## config.mk

```make
export PLATFORM = sky130hd
export DESIGN_NAME = rbst_fp_mul
export DESIGN_NICKNAME = d
export VERILOG_FILES = /design/src/design/rbst_pkg.sv /design/src/design/rbst_fp_mul.sv
export SDC_FILE = /design/constraint.sdc
export NUM_CORES = 2
export LEC_CHECK = 0
export BUFFER_PORTS_ARGS = -buffer_cell sky130_fd_sc_hd__buf_2
export CELL_PAD_IN_SITES_DETAIL_PLACEMENT = 1
export CELL_PAD_IN_SITES_GLOBAL_PLACEMENT = 1
export CORE_MARGIN = 8
export CORE_UTILIZATION = 50
export CTS_CLUSTER_SIZE = 25
export DETAILED_ROUTE_END_ITERATION = 8
export PLACE_DENSITY = 0.79
export SETUP_SLACK_MARGIN = 0.4
export SYNTH_ARGS = -nofsm -noshare
export SYNTH_HDL_FRONTEND = slang
export SYNTH_SLANG_ARGS = --single-unit
```

## constraint.sdc

```tcl
create_clock -name clk_i -period 10.47 [get_ports clk_i]
set_input_delay 1.5705 -clock clk_i [delete_from_list [all_inputs] [get_ports clk_i]]
set_output_delay 1.5705 -clock clk_i [all_outputs]
set_load 0.05 [all_outputs]
```

## src/design/rbst_pkg.sv

```systemverilog
// Package for the ray against box slab test: types, register codes and the
// fp32 arithmetic helpers shared by the subtractor, multiplier and slab cells.
// Depends on nothing.
`default_nettype none

package rbst_pkg;

  localparam int NumAxes = 3;
  localparam logic [31:0] FpQnan = 32'h7FC0_0000;
  localparam logic [31:0] FpZero = 32'h0000_0000;
  localparam logic [31:0] FpMaxFinite = 32'h7F7F_FFFF;

  typedef enum logic [2:0] {
    RegOriginX,
    RegOriginY,
    RegOriginZ,
    RegInvX,
    RegInvY,
    RegInvZ,
    RegLength,
    RegParallel
  } cfg_reg_e;

  typedef struct packed {
    logic [NumAxes-1:0][31:0] bmin;
    logic [NumAxes-1:0][31:0] bmax;
    logic                     hit;
    logic [31:0]              t_entry;
    logic [31:0]              t_exit;
  } slab_t;

  typedef struct packed {
    logic        special;
    logic [31:0] sp_val;
    logic        sign;
    logic        eff_sub;
    logic [8:0]  exp;
    logic [27:0] man;
  } fadd_mid_t;

  typedef struct packed {
    logic        special;
    logic [31:0] sp_val;
    logic        sign;
    logic [10:0] exp;
    logic [47:0] prod;
  } fmul_mid_t;

  function automatic logic fp_is_nan(input logic [31:0] a);
    return (&a[30:23]) & (|a[22:0]);
  endfunction

  function automatic logic fp_is_inf(input logic [31:0] a);
    return (&a[30:23]) & ~(|a[22:0]);
  endfunction

  function automatic logic fp_lt(input logic [31:0] a, input logic [31:0] b);
    logic [31:0] ka;
    logic [31:0] kb;
    ka = a[31] ? ~a : {1'b1, a[30:0]};
    kb = b[31] ? ~b : {1'b1, b[30:0]};
    return !(fp_is_nan(a) | fp_is_nan(b)) &&
           !((a[30:0] == 31'd0) && (b[30:0] == 31'd0)) && (ka < kb);
  endfunction

  // Alignment and wide add of a + b, with guard, round and sticky bits.
  function automatic fadd_mid_t fadd_align(input logic [31:0] a, input logic [31:0] b);
    fadd_mid_t   r;
    logic [31:0] x;
    logic [31:0] y;
    logic [7:0]  ex;
    logic [7:0]  ey;
    logic [7:0]  d;
    logic [26:0] mx;
    logic [26:0] my;
    logic [26:0] sh;
    logic [26:0] lost;
    if (a[30:0] >= b[30:0]) begin
      x = a;
      y = b;
    end else begin
      x = b;
      y = a;
    end
    ex = (x[30:23] == 8'd0) ? 8'd1 : x[30:23];
    ey = (y[30:23] == 8'd0) ? 8'd1 : y[30:23];
    mx = {|x[30:23], x[22:0], 3'b000};
    my = {|y[30:23], y[22:0], 3'b000};
    d = ex - ey;
    if (d >= 8'd27) begin
      sh = '0;
      lost = my;
    end else begin
      sh = my >> d;
      lost = my & ((27'd1 << d) - 27'd1);
    end
    sh[0] = sh[0] | (|lost);
    r.special = 1'b0;
    r.sp_val = FpZero;
    r.sign = x[31];
    r.eff_sub = x[31] ^ y[31];
    r.exp = {1'b0, ex};
    r.man = r.eff_sub ? ({1'b0, mx} - {1'b0, sh}) : ({1'b0, mx} + {1'b0, sh});
    priority if (fp_is_nan(a) || fp_is_nan(b)) begin
      r.special = 1'b1;
      r.sp_val = FpQnan;
    end else if (fp_is_inf(a) && fp_is_inf(b)) begin
      r.special = 1'b1;
      r.sp_val = r.eff_sub ? FpQnan : a;
    end else if (fp_is_inf(a)) begin
      r.special = 1'b1;
      r.sp_val = a;
    end else if (fp_is_inf(b)) begin
      r.special = 1'b1;
      r.sp_val = b;
    end else begin
      r.special = 1'b0;
    end
    return r;
  endfunction

  // Normalization and round to nearest even of the aligned sum.
  function automatic logic [31:0] fadd_round(input fadd_mid_t m);
    logic [27:0] n;
    logic [8:0]  e;
    logic [8:0]  lim;
    logic [4:0]  lz;
    logic [4:0]  shamt;
    logic [7:0]  ef;
    logic        rnd;
    logic        sgn;
    logic [30:0] body;
    logic [31:0] res;
    int          i;
    lz = 5'd27;
    shamt = '0;
    for (i = 0; i < 27; i++) begin
      if (m.man[i]) lz = 5'(26 - i);
    end
    lim = m.exp - 9'd1;
    if (m.man[27]) begin
      n = {1'b0, m.man[27:2], m.man[1] | m.man[0]};
      e = m.exp + 9'd1;
    end else begin
      shamt = ({4'b0, lz} < lim) ? lz : lim[4:0];
      n = m.man << shamt;
      e = m.exp - {4'b0, shamt};
    end
    sgn = ((m.man == 28'd0) && m.eff_sub) ? 1'b0 : m.sign;
    ef = n[26] ? e[7:0] : 8'd0;
    body = {ef, n[25:3]};
    rnd = n[2] & (n[1] | n[0] | n[3]);
    if (m.special) begin
      res = m.sp_val;
    end else if (e >= 9'd255) begin
      res = {sgn, 8'hFF, 23'd0};
    end else begin
      res = {sgn, body + 31'(rnd)};
    end
    return res;
  endfunction

  function automatic fmul_mid_t fmul_prod(input logic [31:0] a, input logic [31:0] b);
    fmul_mid_t  r;
    logic [7:0] ea;
    logic [7:0] eb;
    logic [23:0] ma;
    logic [23:0] mb;
    logic       az;
    logic       bz;
    ea = (a[30:23] == 8'd0) ? 8'd1 : a[30:23];
    eb = (b[30:23] == 8'd0) ? 8'd1 : b[30:23];
    ma = {|a[30:23], a[22:0]};
    mb = {|b[30:23], b[22:0]};
    az = (a[30:0] == 31'd0);
    bz = (b[30:0] == 31'd0);
    r.sign = a[31] ^ b[31];
    r.exp = {3'b0, ea} + {3'b0, eb} - 11'd127;
    r.prod = ma * mb;
    r.special = 1'b1;
    priority if (fp_is_nan(a) || fp_is_nan(b)) begin
      r.sp_val = FpQnan;
    end else if ((fp_is_inf(a) && bz) || (fp_is_inf(b) && az)) begin
      r.sp_val = FpQnan;
    end else if (fp_is_inf(a) || fp_is_inf(b)) begin
      r.sp_val = {r.sign, 8'hFF, 23'd0};
    end else if (az || bz) begin
      r.sp_val = {r.sign, 31'd0};
    end else begin
      r.special = 1'b0;
      r.sp_val = FpZero;
    end
    return r;
  endfunction

  // Leading one of the product moved to bit 47.
  function automatic fmul_mid_t fmul_norm(input fmul_mid_t m);
    fmul_mid_t  r;
    logic [5:0] lz;
    int         i;
    lz = 6'd0;
    for (i = 0; i < 48; i++) begin
      if (m.prod[i]) lz = 6'(47 - i);
    end
    r = m;
    r.prod = m.prod << lz;
    r.exp = m.exp + 11'd1 - {5'b0, lz};
    return r;
  endfunction

  function automatic logic [31:0] fmul_round(input fmul_mid_t m);
    logic [10:0] d;
    logic [47:0] q;
    logic [47:0] lost;
    logic [7:0]  ef;
    logic        rnd;
    logic [30:0] body;
    logic [31:0] res;
    d = 11'd1 - m.exp;
    if ($signed(m.exp) < 11'sd1) begin
      ef = 8'd0;
      if (d >= 11'd48) begin
        q = '0;
        lost = m.prod;
      end else begin
        q = m.prod >> d[5:0];
        lost = m.prod & ((48'd1 << d[5:0]) - 48'd1);
      end
    end else begin
      ef = m.exp[7:0];
      q = m.prod;
      lost = '0;
    end
    rnd = q[23] & ((|q[22:0]) | (|lost) | q[24]);
    body = {ef, q[46:24]};
    if (m.special) begin
      res = m.sp_val;
    end else if ($signed(m.exp) >= 11'sd255) begin
      res = {m.sign, 8'hFF, 23'd0};
    end else begin
      res = {m.sign, body + 31'(rnd)};
    end
    return res;
  endfunction

endpackage

`default_nettype wire

```

## src/design/rbst_fp_mul.sv

```systemverilog
// Three-stage fp32 multiplier: product, normalization, rounding.
// Depends on rbst_pkg.
`default_nettype none

module rbst_fp_mul (
  input  wire logic        clk_i,
  input  wire logic        en_i,
  input  wire logic [31:0] a_i,
  input  wire logic [31:0] b_i,
  output logic      [31:0] y_o
);
  import rbst_pkg::*;

  fmul_mid_t   prod_q;
  fmul_mid_t   nrm_q;
  logic [31:0] y_q;

  always_ff @(posedge clk_i) begin
    if (en_i) begin
      prod_q <= fmul_prod(a_i, b_i);
      nrm_q <= fmul_norm(prod_q);
      y_q <= fmul_round(nrm_q);
    end
  end

  assign y_o = y_q;

endmodule

`default_nettype wire

```

==> impl_metrics.tcl <==
set metrics [dict create \
    outcome "completed" \
    clk_latency_ns 0.46 \
    crit_required_ns 10.68 \
    final_common_cell "inv_1" \
    drc 0 \
    synth_top_cell_area_share 0.298 \
    rows 93 \
    finClkSkew_ns 0.0130 \
    setup_viol 0 \
    synthFlopType "edfxtp_1" \
    synth_cells 3550 \
    die_x_um 271 \
    clkSinkCount 159 \
    cp_slowest_cell "fa_1" \
    vias 27100 \
    synthTopCellsByArea "fa_1 30%, edfxtp_1 15%, ha_1 8.0%" \
    crit_top_cell "fa_1" \
    critPathLaunchType "input pin" \
    synth-edff-count 159 \
    rsz0062_at_grt "no" \
    area.growth.synth_to_final_pct 4.32 \
    vias_per_cell 6.23 \
    start_util 0.504 \
    seq_area_frac_synth 0.147 \
    cp_num_cells 25 \
    core_mm2 0.0643 \
    synth_cell_types 109 \
    max_freq_ghz 0.112 \
    ys_warn_count 0 \
    clkTransAtPathRegs_ns 0.07 \
    wire_per_inst_um 25.4 \
    cp_slowest_stage_delay_ns 0.55 \
    async_flop_share 0 \
    io_pins 98 \
    fin_crit_ns 8.94 \
    grtUsageTotal 0.298 \
    grt_pass1_vias 30400 \
    placed_cells 4317 \
    grt_start_max_net_pins 90 \
    cts_tree "built" \
    die_area_mm2 0.0733 \
    syn-mean-instance-area_um2 9.14 \
    grt_pass1_wl_mm 173 \
    cts_inserted_buffers 17 \
    cp.buffers_inverters 3 \
    hp-class "reg2reg" \
    final_nets 4239 \
    drv_cap 0 \
    crit_arrival_ns 9.15 \
    dp_hpwl_mm 85.4 \
    drive_above_1_share 0.0813 \
    end_kind "flop" \
    synth_fp_nets 4308 \
    worst-r2r-cell-count 17 \
    grt_remaining_overflow 0 \
    maxSlewHeadroom 0.247 \
    synth-seq-cells 159 \
    detail-route-antenna-nets 0 \
    worst_pin_slew_ns 1.12 \
    antenna_found_initial 3 \
    min_period_over_period 0.854 \
    root_buffer "clkbuf_16" \
    hold_violations 0 \
    io_buffer_count 97 \
    htree_levels 4 \
    gp_congestion 0.956 \
    post_cts.repair.setup_buffers 0 \
    syn-cell-area_mm2 0.0325 \
    ctsResizeCount 0 \
    chipHeight_um 271 \
    final_cell_mix "530 x inv_1, 515 x nand2_1, 484 x fa_1" \
    cts_hold_buffers 0 \
    worstPathMaxFanout 24 \
    cp_top_family "adder cells" \
    cts.path.max_buffers 2 \
    totalWireLength_mm 110 \
    min_path_cells 0 \
    synth_top_cell_by_area "fa_1" \
    layout.cells.non_filler 4351 \
    report.final.slew_viol_count 0 \
    firstDrtPassIters 6 \
    worstSetupPathType "in2reg" \
    drtIter0Drc 2216 \
    tns_ns 0 \
]
per-stage QoR:
stage / utilization / instance area (µm²) / setup slack [ns] / hold WS [ns]
after floorplan: - / 32500 / 2.07 / 0.400
after global placement: 0.518 / 33300 / 1.44 / 0.405
after detailed placement: 0.518 / 33300 / 1.05 / 0.412
after CTS: 0.526 / 33900 / 1.50 / 0.430
after global routing: 0.526 / 33900 / 1.17 / 0.441
final: 0.526 / 33900 / 1.53 / 0.430
layout make-up:
type	count	area (µm²)
clock inverter	14	123
multi-input combinational	2649	24800
tap	855	1070
inverter	536	2010
clock buffer	18	429
sequential	159	4770
fill	7450	30500
antenna	2	5.00
timing repair buffer	118	649
final timing paths:
| path | slack [ns] | from | to |
|---|---|---|---|
| hold / removal | 0.43 | prod_q[82] | nrm_q[82] |
| hold reg to reg | 0.43 | prod_q[82] | nrm_q[82] |
| setup reg to reg | 3.58 | nrm_q[49] | y_o[0] |
| setup / recovery | 1.53 | a_i[28] | prod_q[44] |
layer usage:
layer / GRT usage / vias up / part of all wire / routed length [µm]
li1: - / 11600 / - / -
met1: 0.358 / 13900 / 0.39 / 42500
met2: 0.523 / 1230 / 0.50 / 54900
met3: 0.0406 / 354 / 0.067 / 7370
met4: 0.139 / 2 / 0.050 / 5540
met5: 0 / - / 0.00011 / 12
synthesized netlist by cell type, drive strengths merged (19+ instances only):
cell / n
fa: 484
o21ai: 96
xnor2: 61
nor4: 48
edfxtp: 159
mux4: 35
nor3: 51
o211ai: 21
nand3: 56
clkbuf: 161
nand4: 23
a21oi: 105
ha: 208
inv: 535
mux2: 55
xor2: 25
mux2i: 112
and2: 225
a21o: 35
nor2: 150
o31ai: 26
nand2: 517
and3: 19
buf: 45
a211oi: 21
cells by family after synthesis:
family,synth area share
compound gates,0.106
mux,0.0786
simple gates,0.177
buf+inv,0.0896
xor+xnor,0.0234
flops,0.147
fa+ha+maj,0.379
flip-flops by register name, summed over array words and instances (netlist names):
register	count
y_o	32
prod_q	63
nrm_q	64
worst register-to-register path, delay by kind of cell, from the launching register on:
family          cells  cell delay (ns)
compound gates      5             1.38
fa+ha+maj           2             0.83
buf+inv             3             1.25
flops               1             0.35
simple gates        7             2.78
Power is left out: the tool's default activity adds up to more than one toggle a clock period on the data nets, which glitch-free logic cannot reach.
