**src/design/rbst_pkg.sv**
```systemverilog
// Package for the ray against box slab test: types, register codes and the
// fp32 arithmetic helpers shared by the subtractor, multiplier and slab cells.
// Depends on nothing.
`default_nettype none

package rbst_pkg;

  localparam int NumAxes = 3;
  localparam logic [31:0] FpQnan = 32'h7FC0_0000;
  localparam logic [31:0] FpZero = 32'h0000_0000;
  localparam logic [31:0] FpMaxFinite = 32'h7F7F_FFFF;

  typedef enum logic [2:0] {
    RegOriginX,
    RegOriginY,
    RegOriginZ,
    RegInvX,
    RegInvY,
    RegInvZ,
    RegLength,
    RegParallel
  } cfg_reg_e;

  typedef struct packed {
    logic [NumAxes-1:0][31:0] bmin;
    logic [NumAxes-1:0][31:0] bmax;
    logic                     hit;
    logic [31:0]              t_entry;
    logic [31:0]              t_exit;
  } slab_t;

  typedef struct packed {
    logic        special;
    logic [31:0] sp_val;
    logic        sign;
    logic        eff_sub;
    logic [8:0]  exp;
    logic [27:0] man;
  } fadd_mid_t;

  typedef struct packed {
    logic        special;
    logic [31:0] sp_val;
    logic        sign;
    logic [10:0] exp;
    logic [47:0] prod;
  } fmul_mid_t;

  function automatic logic fp_is_nan(input logic [31:0] a);
    return (&a[30:23]) & (|a[22:0]);
  endfunction

  function automatic logic fp_is_inf(input logic [31:0] a);
    return (&a[30:23]) & ~(|a[22:0]);
  endfunction

  function automatic logic fp_lt(input logic [31:0] a, input logic [31:0] b);
    logic [31:0] ka;
    logic [31:0] kb;
    ka = a[31] ? ~a : {1'b1, a[30:0]};
    kb = b[31] ? ~b : {1'b1, b[30:0]};
    return !(fp_is_nan(a) | fp_is_nan(b)) &&
           !((a[30:0] == 31'd0) && (b[30:0] == 31'd0)) && (ka < kb);
  endfunction

  // Alignment and wide add of a + b, with guard, round and sticky bits.
  function automatic fadd_mid_t fadd_align(input logic [31:0] a, input logic [31:0] b);
    fadd_mid_t   r;
    logic [31:0] x;
    logic [31:0] y;
    logic [7:0]  ex;
    logic [7:0]  ey;
    logic [7:0]  d;
    logic [26:0] mx;
    logic [26:0] my;
    logic [26:0] sh;
    logic [26:0] lost;
    if (a[30:0] >= b[30:0]) begin
      x = a;
      y = b;
    end else begin
      x = b;
      y = a;
    end
    ex = (x[30:23] == 8'd0) ? 8'd1 : x[30:23];
    ey = (y[30:23] == 8'd0) ? 8'd1 : y[30:23];
    mx = {|x[30:23], x[22:0], 3'b000};
    my = {|y[30:23], y[22:0], 3'b000};
    d = ex - ey;
    if (d >= 8'd27) begin
      sh = '0;
      lost = my;
    end else begin
      sh = my >> d;
      lost = my & ((27'd1 << d) - 27'd1);
    end
    sh[0] = sh[0] | (|lost);
    r.special = 1'b0;
    r.sp_val = FpZero;
    r.sign = x[31];
    r.eff_sub = x[31] ^ y[31];
    r.exp = {1'b0, ex};
    r.man = r.eff_sub ? ({1'b0, mx} - {1'b0, sh}) : ({1'b0, mx} + {1'b0, sh});
    priority if (fp_is_nan(a) || fp_is_nan(b)) begin
      r.special = 1'b1;
      r.sp_val = FpQnan;
    end else if (fp_is_inf(a) && fp_is_inf(b)) begin
      r.special = 1'b1;
      r.sp_val = r.eff_sub ? FpQnan : a;
    end else if (fp_is_inf(a)) begin
      r.special = 1'b1;
      r.sp_val = a;
    end else if (fp_is_inf(b)) begin
      r.special = 1'b1;
      r.sp_val = b;
    end else begin
      r.special = 1'b0;
    end
    return r;
  endfunction

  // Normalization and round to nearest even of the aligned sum.
  function automatic logic [31:0] fadd_round(input fadd_mid_t m);
    logic [27:0] n;
    logic [8:0]  e;
    logic [8:0]  lim;
    logic [4:0]  lz;
    logic [4:0]  shamt;
    logic [7:0]  ef;
    logic        rnd;
    logic        sgn;
    logic [30:0] body;
    logic [31:0] res;
    int          i;
    lz = 5'd27;
    shamt = '0;
    for (i = 0; i < 27; i++) begin
      if (m.man[i]) lz = 5'(26 - i);
    end
    lim = m.exp - 9'd1;
    if (m.man[27]) begin
      n = {1'b0, m.man[27:2], m.man[1] | m.man[0]};
      e = m.exp + 9'd1;
    end else begin
      shamt = ({4'b0, lz} < lim) ? lz : lim[4:0];
      n = m.man << shamt;
      e = m.exp - {4'b0, shamt};
    end
    sgn = ((m.man == 28'd0) && m.eff_sub) ? 1'b0 : m.sign;
    ef = n[26] ? e[7:0] : 8'd0;
    body = {ef, n[25:3]};
    rnd = n[2] & (n[1] | n[0] | n[3]);
    if (m.special) begin
      res = m.sp_val;
    end else if (e >= 9'd255) begin
      res = {sgn, 8'hFF, 23'd0};
    end else begin
      res = {sgn, body + 31'(rnd)};
    end
    return res;
  endfunction

  function automatic fmul_mid_t fmul_prod(input logic [31:0] a, input logic [31:0] b);
    fmul_mid_t  r;
    logic [7:0] ea;
    logic [7:0] eb;
    logic [23:0] ma;
    logic [23:0] mb;
    logic       az;
    logic       bz;
    ea = (a[30:23] == 8'd0) ? 8'd1 : a[30:23];
    eb = (b[30:23] == 8'd0) ? 8'd1 : b[30:23];
    ma = {|a[30:23], a[22:0]};
    mb = {|b[30:23], b[22:0]};
    az = (a[30:0] == 31'd0);
    bz = (b[30:0] == 31'd0);
    r.sign = a[31] ^ b[31];
    r.exp = {3'b0, ea} + {3'b0, eb} - 11'd127;
    r.prod = ma * mb;
    r.special = 1'b1;
    priority if (fp_is_nan(a) || fp_is_nan(b)) begin
      r.sp_val = FpQnan;
    end else if ((fp_is_inf(a) && bz) || (fp_is_inf(b) && az)) begin
      r.sp_val = FpQnan;
    end else if (fp_is_inf(a) || fp_is_inf(b)) begin
      r.sp_val = {r.sign, 8'hFF, 23'd0};
    end else if (az || bz) begin
      r.sp_val = {r.sign, 31'd0};
    end else begin
      r.special = 1'b0;
      r.sp_val = FpZero;
    end
    return r;
  endfunction

  // Leading one of the product moved to bit 47.
  function automatic fmul_mid_t fmul_norm(input fmul_mid_t m);
    fmul_mid_t  r;
    logic [5:0] lz;
    int         i;
    lz = 6'd0;
    for (i = 0; i < 48; i++) begin
      if (m.prod[i]) lz = 6'(47 - i);
    end
    r = m;
    r.prod = m.prod << lz;
    r.exp = m.exp + 11'd1 - {5'b0, lz};
    return r;
  endfunction

  function automatic logic [31:0] fmul_round(input fmul_mid_t m);
    logic [10:0] d;
    logic [47:0] q;
    logic [47:0] lost;
    logic [7:0]  ef;
    logic        rnd;
    logic [30:0] body;
    logic [31:0] res;
    d = 11'd1 - m.exp;
    if ($signed(m.exp) < 11'sd1) begin
      ef = 8'd0;
      if (d >= 11'd48) begin
        q = '0;
        lost = m.prod;
      end else begin
        q = m.prod >> d[5:0];
        lost = m.prod & ((48'd1 << d[5:0]) - 48'd1);
      end
    end else begin
      ef = m.exp[7:0];
      q = m.prod;
      lost = '0;
    end
    rnd = q[23] & ((|q[22:0]) | (|lost) | q[24]);
    body = {ef, q[46:24]};
    if (m.special) begin
      res = m.sp_val;
    end else if ($signed(m.exp) >= 11'sd255) begin
      res = {m.sign, 8'hFF, 23'd0};
    end else begin
      res = {m.sign, body + 31'(rnd)};
    end
    return res;
  endfunction

endpackage

`default_nettype wire

```
**src/design/rbst_fp_sub.sv**
```systemverilog
// Two-stage fp32 subtractor, y = a - b, round to nearest even.
// Depends on rbst_pkg.
`default_nettype none

module rbst_fp_sub (
  input  wire logic        clk_i,
  input  wire logic        en_i,
  input  wire logic [31:0] a_i,
  input  wire logic [31:0] b_i,
  output logic      [31:0] y_o
);
  import rbst_pkg::*;

  fadd_mid_t   mid_q;
  logic [31:0] y_q;

  always_ff @(posedge clk_i) begin
    if (en_i) begin
      mid_q <= fadd_align(a_i, {~b_i[31], b_i[30:0]});
      y_q <= fadd_round(mid_q);
    end
  end

  assign y_o = y_q;

endmodule

`default_nettype wire

```
**config.mk**
```make
export PLATFORM = sky130hd
export DESIGN_NAME = rbst_fp_sub
export DESIGN_NICKNAME = d
export VERILOG_FILES = /design/src/design/rbst_pkg.sv /design/src/design/rbst_fp_sub.sv
export SDC_FILE = /design/constraint.sdc
export NUM_CORES = 1
export LEC_CHECK = 0
export ABC_AREA = 1
export BUFFER_PORTS_ARGS = -buffer_cell sky130_fd_sc_hd__buf_2
export CORE_UTILIZATION = 45
export CTS_CLUSTER_SIZE = 14
export DETAILED_ROUTE_END_ITERATION = 8
export PLACE_DENSITY = 0.65
export SYNTH_ARGS = -nofsm -noshare
export SYNTH_HDL_FRONTEND = slang
export SYNTH_SLANG_ARGS = --single-unit
```
**constraint.sdc**
```tcl
create_clock -name clk_i -period 9.6 [get_ports clk_i]
set_input_delay 0.96 -clock clk_i [delete_from_list [all_inputs] [get_ports clk_i]]
set_output_delay 0.96 -clock clk_i [all_outputs]
set_load 0.01 [all_outputs]
```
==> impl_metrics.toml, run 1 <==
[run_status]
status = "finished, final reports clean"

[placement]
io_buffers = 97
place_ws_ps = 28.2
gp_congestion = 1.00
hpwl_um = 45800

[route]
wl_per_cell_um = 20.0
ant_nets = 0
drc = 0
drt_iter0_markers = 1503
wl_um = 56000
num_vias = 16100
avgViaCountPerCell = 5.75
first_pass_iters = 9

[run]
max-cap-violations = 0

[worst_hold_path]
min_from = "mid_q[53]"
hold_depth = 2
hold-path-endpoint = "y_o[14]"
hold_class = "reg -> reg"

[finish]
final_cell_mix = "nand2_1 (622), inv_1 (269), nand3_1 (260)"
utilization_pct = 50.1
fillers = 3382
nNetsFinal = 2572
layout-drive-gt1-share_pct = 10.4
multi_input_area_um2 = 9950
area_delta_synth_final_pct = 9.69
diodes = 0
final_common_cell = "nand2_1"
regArea_um2 = 3090

[floorplan]
ioPinCount = 98
die_area_um2 = 32600
chipHeight_um = 181
initial_core_util_pct = 45.7
core_area_um2 = 31500
rows = 65
die_width_um = 181

[synthesis]
syn_area_per_cell_um2 = 6.25
ys_ff_latch = 103
yosysUniqueCellTypes = 64
yosysWarnings = 0
synth-main-ff-cell = "edfxtp_1"
synth_edf_count = 103
syn_area_um2 = 14400
ys_seq_area_share_pct = 21.5
synthArstFlopShare_pct = 0
syn_inst = 2299

[global_route]
grt_pass1_wl_um = 85800
antenna_found_initial = 0
grt-ovfl-total = 0
grt.total_usage_pct = 34.0
grt_pass1_vias = 15200
grt_max_degree = 80

[setup_path]
critPathSlowestCell = "fa_1"
worstRegToRegCells = 39
crit_top_cell = "nand2_1"
cp.arrival_ps = 9080
reg2reg_to = "y_o[20]"
rrSetupSlack_ps = 1760
start_kind = "input pin"
crit_type = "in -> reg"
endpoint_kind = "flip-flop"
crit_fanout = 12
critPathMaxStageDelay_ps = 410
required_ps = 9710
regToRegStartpoint = "mid_q[6]"

[sta]
fmax_ghz = 0.112
fin_ws_ps = 636
whs_ps = 521
fin_skew_ps = 10.4
setup_violations = 0
slew_headroom_pct = 34.3
tightest_slew_ps = 985
min_period_ps = 8960
slew_viol_final = 0
hold_violations = 0
timing.final.crit_share_pct = 93.4

[cts]
htreeDepth = 3
clockBufferDepth = 2
tritoncts = "built"
clkSinkCount = 103
root_buffer = "clkbuf_16"
clk_pin_slew_ps = 70
clkLatencyLatePin_ps = 360
cts_buffers = 9

[power]
p_leak_uw = 0.00771
ir_drop_uv = 103
power.density_nw_per_um2 = 215
==> report_power, final <==
| part | switching, µW | internal, µW |
|---|---|---|
| clock | 168 | 205 |
| sequential | 96.5 | 603 |
| combinational | 1610 | 700 |
| total | 1880 | 1510 |
==> kinds of logic (layout without fill, tap and decap cells) <==
family | after synthesis | count (layout) | share of synthesized area, %
simple gates | 1271 | 1272 | 38.8
compound gates | 387 | 387 | 15.6
buf+inv | 365 | 446 | 10.3
fa+ha+maj | 108 | 108 | 9.56
flops | 103 | 103 | 21.5
xor+xnor | 44 | 44 | 2.73
mux | 20 | 20 | 1.39
other cells | 1 | 22 | 0.0261
==> repair_timing <==
item / 4_1_cts / 5_1_grt
setup endpoints to repair: 0 / 9
hold buffers: 0 / 0
resized for setup: 0 / 17
buffers inserted: 0 / 4
==> stage by stage <==
stage | power (µW) | area, µm² | std cells | TNS, ps
2_1_floorplan | 2210 | 14400 | 2320 | 0
3_3_place_gp | 2940 | 15300 | 2784 | 0
3_5_place_dp | 2940 | 15300 | 2784 | 0
4_1_cts | 3320 | 15700 | 2799 | 0
5_1_grt | 3640 | 15800 | 2804 | -82.3
6_report | 3390 | 15800 | 2804 | 0
==> worst max path at each step <==
stage / start / to / slack, ps / depth (start not counted)
2_1_floorplan: b_i[14] / mid_q[25] / 690 / 53
3_3_place_gp: b_i[8] / mid_q[27] / 160 / 57
5_1_grt: b_i[2] / mid_q[27] / -80 / 57
3_5_place_dp: b_i[15] / mid_q[27] / 30 / 57
6_report: b_i[14] / mid_q[27] / 640 / 59
4_1_cts: b_i[8] / mid_q[27] / 350 / 57
==> metal layers <==
| metal | wire, µm | share of wire (%) | track usage (%) | vias up |
|---|---|---|---|---|
| met3 | 2990 | 5.3 | 3.25 | 113 |
| met2 | 26600 | 48 | 58.8 | 626 |
| met1 | 23300 | 42 | 41.8 | 7490 |
| li1 | - | - | - | 7889 |
| met5 | 0 | 0 | 0 | - |
| met4 | 3030 | 5.4 | 17.7 | 0 |
==> worst max-delay path, delay by kind of cell <==
kind,cells,cell delay (ps)
and+or+nand+nor,25,2830
AOI/OAI and AO/OA,17,2560
adders and majority gates,5,1540
buffers and inverters,11,1010
xor gates and xnor gates,1,160
==> cell usage after synthesis, types with 5 or more instances <==
cell	n	area [µm²]
nand3_1	261	1310
o21ai_0	151	756
nor4_1	18	113
inv_2	13	48.8
o31ai_1	11	82.6
ha_1	105	1310
xor2_1	38	333
nand3_2	8	80.1
mux2i_1	20	200
o21bai_1	9	67.6
buf_2	12	60.1
inv_1	270	1010
a31oi_1	11	68.8
clkinv_1	7	26.3
nor2_4	6	67.6
or2_2	15	93.8
buf_4	5	37.5
nor2_1	235	882
o21ai_1	20	100
buf_6	11	124
o22ai_1	26	163
nor2_2	12	75.1
clkbuf_1	44	165
nand2_1	622	2330
edfxtp_1	103	3090
xnor2_1	5	43.8
nand4_1	40	250
nor3_1	24	120
o2111ai_1	5	43.8
a21oi_1	106	531
nand2_2	12	75.1
o21a_1	7	52.6
==> state kept, by name, summed over array words and instances (netlist names) <==
name / count
mid_q: 71
y_o: 32
==> area by class of cell <==
type / count / area share [%]
Multi-Input combinational cell: 1853 / 63.1
Sequential cell: 103 / 19.6
Inverter: 290 / 6.91
Timing Repair Buffer: 141 / 5.22
Tap cell: 402 / 3.19
Clock buffer: 9 / 1.43
Clock inverter: 6 / 0.508
No activity file was read; power rests on OpenSTA's default activity.
==> run 2, diff against run 1 <==
--- a/config.mk
+++ b/config.mk
@@ -8,6 +8,7 @@
 export ABC_AREA = 1
 export BUFFER_PORTS_ARGS = -buffer_cell sky130_fd_sc_hd__buf_2
 export CORE_UTILIZATION = 45
+export CTS_BUF_LIST = sky130_fd_sc_hd__clkbuf_4 sky130_fd_sc_hd__clkbuf_8 sky130_fd_sc_hd__clkbuf_16
 export CTS_CLUSTER_SIZE = 14
 export DETAILED_ROUTE_END_ITERATION = 8
 export PLACE_DENSITY = 0.65
==> constraint.sdc (replaced) <==
create_clock -name clk_i -period 9.6 [get_ports clk_i]
set_input_delay 0 -clock clk_i [delete_from_list [all_inputs] [get_ports clk_i]]
set_output_delay 0 -clock clk_i [all_outputs]
set_load 0.01 [all_outputs]
==> run 2 against run 1 <==
  * Die area unchanged
  * Sequential cell count stayed put
  * Count of clock-buffer cells in the layout did not move
  * Sequential share of layout area increased by 0.28 points
  * First-iteration DRC count increased by 16%
  * Register-to-register slack got worse by 60 ps
  * Design area fell by 1.4%
  * Critical endpoint is now mid_q[25]
==> impl_metrics.toml, run 2 (synthesis results as in run 1) <==
[run]
max-cap-violations = 0

[route]
wl_per_cell_um = 19.9
drc = 0
num_vias = 16100
avgViaCountPerCell = 5.79
wl_um = 55300
first_pass_iters = 6
ant_nets = 0
drt_iter0_markers = 1745

[placement]
hpwl_um = 45200
io_buffers = 97
gp_congestion = 0.996
place_ws_ps = 210

[setup_path]
crit_start = "b_i[2]"
crit_top_cell = "nand2_1"
rrSetupSlack_ps = 1700
required_ps = 9710
critPathMaxStageDelay_ps = 440
start_kind = "input pin"
cp.arrival_ps = 8770
crit_fanout = 15
worstRegToRegCells = 38
reg2reg_to = "y_o[20]"
critPathCapture = "mid_q[25]"
endpoint_kind = "flip-flop"
regToRegStartpoint = "mid_q[5]"
crit_type = "in -> reg"
critPathSlowestCell = "nor4_1"

[cts]
clockBufferDepth = 2
root_buffer = "clkbuf_16"
htreeDepth = 3
clkSinkCount = 103
cts_buffers = 9
clkLatencyLatePin_ps = 370
tritoncts = "built"
clk_pin_slew_ps = 70

[finish]
area_delta_synth_final_pct = 8.12
regArea_um2 = 3090
layout-drive-gt1-share_pct = 9.33
nNetsFinal = 2549
fillers = 3356
diodes = 0
multi_input_area_um2 = 9920
final_cell_mix = "nand2_1 (622), inv_1 (269), nand3_1 (260)"
regMostFlops = "mid_q"
largest_reg_flops = 71
final_common_cell = "nand2_1"

[power]
seq_power_share_pct = 21.2
ir_drop_uv = 94.1
power.switching_uw = 1860
power.density_nw_per_um2 = 213
swShare_pct = 56.1
clock_power_share_pct = 10.9
p_leak_uw = 0.00756
power_frac_comb_pct = 67.9
power.internal_uw = 1450

[floorplan]
rows = 65
chipHeight_um = 181
die_area_um2 = 32600
die_width_um = 181
initial_core_util_pct = 45.7
ioPinCount = 98
core_area_um2 = 31500

[sta]
grt_setup_unrepaired = "false"
fin_skew_ps = 20.5
min_period_ps = 8660
slew_headroom_pct = 32.9
timing.final.crit_share_pct = 90.2
setup_violations = 0
slew_viol_final = 0
fin_ws_ps = 939
fin_setup_tns_ps = 0
hold_violations = 0
fmax_ghz = 0.115
tightest_slew_ps = 1010

[global_route]
grt-ovfl-total = 0
grt.total_usage_pct = 33.7
grt_max_degree = 78
grt_pass1_wl_um = 85900
grt_pass1_vias = 15300
antenna_found_initial = 0

[worst_hold_path]
hold_class = "in -> reg"

[run_status]
status = "finished, final reports clean"
## run 2: final cells by class
| class | instances | share of cell area, % |
|---|---|---|
| multi-input combinational | 1853 | 63.8 |
| sequential | 103 | 19.9 |
| tap | 402 | 3.24 |
| clock buffer | 9 | 1.45 |
| inverter | 290 | 7.01 |
| timing repair buffer | 118 | 4.16 |
| clock inverter | 7 | 0.411 |
## run 2: through the flow
stage                     hold WS [ps]  power, µW  cells  utilization, %  area (µm²)
after floorplan                    112       2210   2320               -       14400
after global placement             375       2900   2763            48.3       15200
after detailed placement           382       2900   2763            48.3       15200
after CTS                         1.25       3270   2779            49.2       15500
after global routing              9.18       3560   2782            49.4       15500
final                             14.0       3310   2782            49.4       15500
## run 2: how the worst min path moves through the flow
stage / startpoint / endpoint / slack, ps / depth (start not counted)
after CTS: a_i[31] / mid_q[38] / 1 / 3
final: a_i[31] / mid_q[38] / 10 / 3
after global routing: a_i[31] / mid_q[38] / 9 / 3
after detailed placement: a_i[31] / mid_q[38] / 380 / 3
after floorplan: en_i / mid_q[0] / 110 / 0
after global placement: a_i[31] / mid_q[38] / 380 / 3
## run 2: worst max-delay path: cells and delay by family
family | cells | cell delay [ps]
XOR/XNOR | 2 | 160
AO/OA/AOI/OAI | 17 | 2890
AND/OR/NAND/NOR | 25 | 3160
buffers and inverters | 12 | 1310
adder cells (fa/ha/maj) | 4 | 1260
## run 2: per-layer routing
| metal | track usage, % | part of all wire (%) |
|---|---|---|
| met4 | 17.4 | 5.5 |
| met1 | 41.3 | 40 |
| met5 | 0 | 0 |
| met2 | 58.9 | 48 |
| met3 | 2.90 | 6.0 |
## run 2: power groups by stage
stage	sequential (µW)	combinational (µW)	clock (µW)
after detailed placement	707	2190	0
final	703	2250	361
after CTS	697	2200	369
after global routing	706	2480	380
after global placement	707	2190	0
after floorplan	663	1550	0
## run 2: repair_timing
item / in CTS / in global routing
resized for setup: 0 / 9
endpoints found under the hold margin: 0 / 0
setup endpoints to repair: 0 / 6
setup buffers: 0 / 2
hold buffers: 0 / 0
